### config.mk
export PLATFORM = sky130hd
export DESIGN_NAME = itzf_regs
export DESIGN_NICKNAME = d
export VERILOG_FILES = /design/src/itzf_pkg.sv /design/src/itzf_regs.sv
export SDC_FILE = /design/constraint.sdc
export NUM_CORES = 1
export LEC_CHECK = 0
export ABC_AREA = 1
export BUFFER_PORTS_ARGS = -buffer_cell sky130_fd_sc_hd__buf_2
export CORE_ASPECT_RATIO = 0.6
export CORE_UTILIZATION = 45
export CTS_BUF_LIST = sky130_fd_sc_hd__clkbuf_16
export CTS_CLUSTER_SIZE = 28
export DETAILED_ROUTE_END_ITERATION = 6
export PLACE_DENSITY_LB_ADDON = 0.3
export SLEW_MARGIN = 20
export SYNTH_ARGS = -nofsm -noshare
export SYNTH_HDL_FRONTEND = slang
export SYNTH_SLANG_ARGS = --single-unit
### constraint.sdc
create_clock -name clk -period 2.1 [get_ports clk]
set_clock_uncertainty 0.1 [all_clocks]
set_input_delay 0.21 -clock clk [delete_from_list [all_inputs] [get_ports clk]]
set_output_delay 0.21 -clock clk [all_outputs]
set_load 0.02 [all_outputs]
### src/itzf_pkg.sv
`timescale 1ns / 1ps
// ----------------------------------------------------------------------------
// itzf_pkg
// Types and constants shared by the image translate and zero fill block.
// ----------------------------------------------------------------------------
package itzf_pkg;

  localparam int PIXEL_W    = 8;
  localparam int DIM_REG_W  = 7;
  localparam int SHIFT_W    = 8;
  localparam int APB_DATA_W = 32;
  localparam int REG_ADDR_W = 4;

  localparam logic [DIM_REG_W-1:0] HEIGHT_RESET = 7'd64;
  localparam logic [DIM_REG_W-1:0] WIDTH_RESET  = 7'd64;

  typedef enum logic {
    CMD_LOAD  = 1'b0,
    CMD_FETCH = 1'b1
  } cmd_code_t;

  typedef enum logic [1:0] {
    REG_HEIGHT  = 2'd0,
    REG_WIDTH   = 2'd1,
    REG_SHIFT_Y = 2'd2,
    REG_SHIFT_X = 2'd3
  } reg_index_t;

  typedef enum logic {
    ST_IDLE,
    ST_READ
  } state_t;

  typedef struct packed {
    logic               command;
    logic [PIXEL_W-1:0] pixel_in;
  } cmd_word_t;

  typedef struct packed {
    logic [PIXEL_W-1:0] pixel_out;
    logic               frame_last;
  } pix_word_t;

  typedef struct packed {
    logic [DIM_REG_W-1:0]      height;
    logic [DIM_REG_W-1:0]      width;
    logic signed [SHIFT_W-1:0] shift_y;
    logic signed [SHIFT_W-1:0] shift_x;
  } cfg_regs_t;

  typedef struct packed {
    logic load;
    logic fetch;
    logic emit;
  } ctrl_cmd_t;

  typedef struct packed {
    logic frame_ready;
    logic slot_free;
  } dp_status_t;

endpackage

### src/itzf_regs.sv
`timescale 1ns / 1ps
// ----------------------------------------------------------------------------
// itzf_regs
// APB register file holding frame dimensions and shift offsets.
// ----------------------------------------------------------------------------
module itzf_regs import itzf_pkg::*; (
  input  logic                  clk,
  input  logic                  rst,
  input  logic                  psel,
  input  logic                  penable,
  input  logic                  pwrite,
  input  logic [REG_ADDR_W-1:0] paddr,
  input  logic [APB_DATA_W-1:0] pwdata,
  output logic [APB_DATA_W-1:0] prdata,
  output logic                  pready,
  output cfg_regs_t             cfg
);

  reg_index_t reg_idx;

  assign reg_idx = reg_index_t'(paddr[REG_ADDR_W-1:2]);
  assign pready  = 1'b1;

  always_ff @(posedge clk) begin
    if (rst) begin
      cfg.height  <= HEIGHT_RESET;
      cfg.width   <= WIDTH_RESET;
      cfg.shift_y <= '0;
      cfg.shift_x <= '0;
    end else if (psel && penable && pwrite) begin
      unique case (reg_idx)
        REG_HEIGHT:  cfg.height  <= pwdata[DIM_REG_W-1:0];
        REG_WIDTH:   cfg.width   <= pwdata[DIM_REG_W-1:0];
        REG_SHIFT_Y: cfg.shift_y <= $signed(pwdata[SHIFT_W-1:0]);
        REG_SHIFT_X: cfg.shift_x <= $signed(pwdata[SHIFT_W-1:0]);
        default: ;
      endcase
    end
  end

  always_comb begin
    unique case (reg_idx)
      REG_HEIGHT:  prdata = APB_DATA_W'(cfg.height);
      REG_WIDTH:   prdata = APB_DATA_W'(cfg.width);
      REG_SHIFT_Y: prdata = APB_DATA_W'($unsigned(cfg.shift_y));
      REG_SHIFT_X: prdata = APB_DATA_W'($unsigned(cfg.shift_x));
      default:     prdata = '0;
    endcase
  end

endmodule

==> results_dict.tcl <==
set metrics [dict create \
    total_nets_final 339 \
    synth.area.mux_share_pct 0 \
    hpwl_um 2710 \
    synth_xor_area_share_pct 0 \
    totalPowerFinal_mw 1.46 \
    p_sw_share_pct 27.3 \
    clock_tree.buffer_depth 2 \
    max-slew-margin-rel_pct 59.5 \
    netSwitchingPower_mw 0.398 \
    drt_first_iter_violations 76 \
    netlist_top_cells_area "sky130_fd_sc_hd__dfxtp_1, sky130_fd_sc_hd__nand2_1, sky130_fd_sc_hd__nor2_1" \
    synthesis.instances 247 \
    drt-met1-wl_um 2000 \
    synth_cell_type_count 16 \
    max_freq_mhz 651 \
    period_share_pct 73.2 \
    slew_viol_final 0 \
    area_delta_synth_final_pct 20.4 \
    antenna_cells 0 \
    met3WireLength_um 276 \
    reg.largest.list "cfg: 30 flops" \
    critPathLaunchType "input pin" \
    holdCritPathClass "input pin to flop" \
    largest_register_ff_count 30 \
    multi_input_comb_area_um2 816 \
    placementRows 16 \
    max-cap-violations 0 \
    power_density_mw_per_mm2 750 \
    layout.area.seq_um2 601 \
    finalSetupViolations 0 \
    layout-drive-gt1-share_pct 23.7 \
    synth-warning-count 0 \
    die-area_mm2 0.00384 \
    syn-cell-area_mm2 0.00161 \
    synth_top_cell_area_share_pct 37.2 \
    holdBufCountCts 0 \
    power.clock.fraction_pct 45.8 \
    core_ar_mm2 0.00334 \
    ios 104 \
    globalplace.congestion 0.798 \
    worst_pin_slew_ns 0.605 \
    drt_first_pass_iters 4 \
    largest-register "cfg" \
    grt_first_pass_wirelength_um 6310 \
    fillCellCount 367 \
    p_int_mw 1.06 \
    antenna_violations_before_repair 0 \
    crit_path_end_kind "output port" \
    postCtsResizedCells 0 \
    clock_sinks 30 \
    register_area_share_after_synthesis_pct 37.2 \
    totalWireLength_um 4030 \
    initial_core_util_pct 48.2 \
    drt-vias-per-instance 4.76 \
    post-route-min-period_ns 1.54 \
    route.detailed.drc 0 \
    die_x_um 79.3 \
    post-route-util_pct 58.1 \
    rsz0062_at_grt "false" \
    yosys.area_share.simple_pct 43.6 \
    leakagePower_nw 1.00 \
    vias_in_the_first_global_route 1284 \
    cts_root_buffer_type "sky130_fd_sc_hd__clkbuf_16" \
    routedWlPerCell_um 11.7 \
    met2RoutedLength_um 1710 \
    pwr-share-comb_pct 13.5 \
    timing_hold_violations_final 0 \
    synth_compound_gate_area_share_pct 1.16 \
    grt_util_all_layers_pct 21.9 \
    htree_levels 2 \
    vias 1638 \
    post_synth_adder_cell_area_pct 0 \
    tns_ns 0 \
    worst-path-max-fanout 11 \
    cts_tree "done" \
    number_of_buffers_inserted_during_clock_tree_synthesis 5 \
    portBuffers 52 \
    arrival_time_at_the_worst_endpoint_ns 1.23 \
    ir_worst_vdd_mv 0.414 \
    combinational_family_with_the_most_area_after_synthesis "simple AND/OR/NAND/NOR gates" \
    yosysTopAreaCell "sky130_fd_sc_hd__dfxtp_1" \
    path_clk_slew_ns 0.05 \
    grt_max_degree 31 \
    ys_ff_latch 30 \
    cts_setup_buffers 0 \
    ant_nets 0 \
    globalRoute.totalOverflow 0 \
    outcome "complete, no violations" \
    synthesis.area_per_instance_um2 6.53 \
    hold-worst-slack_ns 0.105 \
    cp.required_ns 1.79 \
    routed.top_layer "met4" \
    worst_skew_pair.late_latency_ns 0.27 \
    die_height_um 48.4 \
    fraction_of_power_consumed_by_sequential_logic_pct 40.7 \
    crit_type "input pin to output port" \
]
## cells in the mapped netlist
master	number
sky130_fd_sc_hd__nor2_1	57
sky130_fd_sc_hd__buf_4	27
sky130_fd_sc_hd__inv_1	10
sky130_fd_sc_hd__nand4_1	7
sky130_fd_sc_hd__inv_2	3
sky130_fd_sc_hd__nor2_2	5
sky130_fd_sc_hd__clkbuf_1	1
sky130_fd_sc_hd__nand3_1	31
sky130_fd_sc_hd__dfxtp_1	30
sky130_fd_sc_hd__o21ai_0	2
sky130_fd_sc_hd__nor2_4	2
sky130_fd_sc_hd__conb_1	2
sky130_fd_sc_hd__buf_1	2
sky130_fd_sc_hd__buf_2	4
sky130_fd_sc_hd__nand2_1	63
sky130_fd_sc_hd__a22o_1	1
## power groups by stage
stage,clock [mW],combinational [mW],sequential [mW]
finish,0.668,0.197,0.592
global route,0.702,0.215,0.593
CTS,0.676,0.195,0.592
detailed placement,0,0.195,0.604
global placement,0,0.192,0.604
floorplan,0,0.163,0.618
## path summary, 6_finish.rpt
| check | from | end | slack, ns | cells after the start |
|---|---|---|---|---|
| hold / removal | pwdata[6] | cfg[22] | 0.10 | 3 |
| setup / recovery | paddr[2] | prdata[2] | 0.56 | 6 |
| setup reg to reg | cfg[29] | cfg[29] | 1.37 | 2 |
| hold reg to reg | cfg[6] | cfg[6] | 0.40 | 2 |
## kinds of logic (layout without fill, tap and decap cells)
kind of cell	Yosys count	after routing
buf+inv	47	76
flops	30	30
compound gates	3	3
simple gates	165	165
other cells	2	25
## layer usage
metal | up-vias | GRT usage [%]
met1 | 743 | 32.4
met4 | 0 | 9.09
li1 | 826 | -
met3 | 8 | 5.09
met5 | - | 0
met2 | 61 | 30.3
## cell usage in the layout, fill, tap and decap left out, types with 2 or more instances in the layout
cell,n
sky130_fd_sc_hd__nand2_1,63
sky130_fd_sc_hd__buf_4,3
sky130_fd_sc_hd__nand3_1,31
sky130_fd_sc_hd__inv_1,11
sky130_fd_sc_hd__nor2_2,5
sky130_fd_sc_hd__inv_2,3
sky130_fd_sc_hd__o21ai_0,2
sky130_fd_sc_hd__nor2_1,57
sky130_fd_sc_hd__conb_1,25
sky130_fd_sc_hd__nand4_1,7
sky130_fd_sc_hd__nor2_4,2
sky130_fd_sc_hd__buf_2,52
sky130_fd_sc_hd__clkbuf_16,5
sky130_fd_sc_hd__dfxtp_1,30
## final cells by class
type | instances | area share, %
well taps | 45 | 2.90
multi-input cells | 193 | 42.0
flip-flops and latches | 30 | 30.9
clock inverters | 3 | 0.644
repair buffers | 55 | 14.6
clock buffers | 5 | 6.44
inverters | 13 | 2.51
## worst max-delay path, cell delays in order
cell	delay (ns)
sky130_fd_sc_hd__buf_2	0.15
sky130_fd_sc_hd__inv_2	0.06
sky130_fd_sc_hd__nor2_2	0.42
sky130_fd_sc_hd__nand2_1	0.12
sky130_fd_sc_hd__nand4_1	0.11
sky130_fd_sc_hd__buf_2	0.16
## metrics by stage
| step | cell area (um2) | setup slack (ns) | cells |
|---|---|---|---|
| 4_1_cts | 1940 | 0.569 | 344 |
| 6_report | 1940 | 0.564 | 344 |
| 3_3_place_gp | 1800 | 0.589 | 336 |
| 3_5_place_dp | 1800 | 0.574 | 336 |
| 5_1_grt | 1940 | 0.488 | 344 |
| 2_1_floorplan | 1700 | 0.953 | 270 |
No activity file was read; power rests on OpenSTA's default activity.
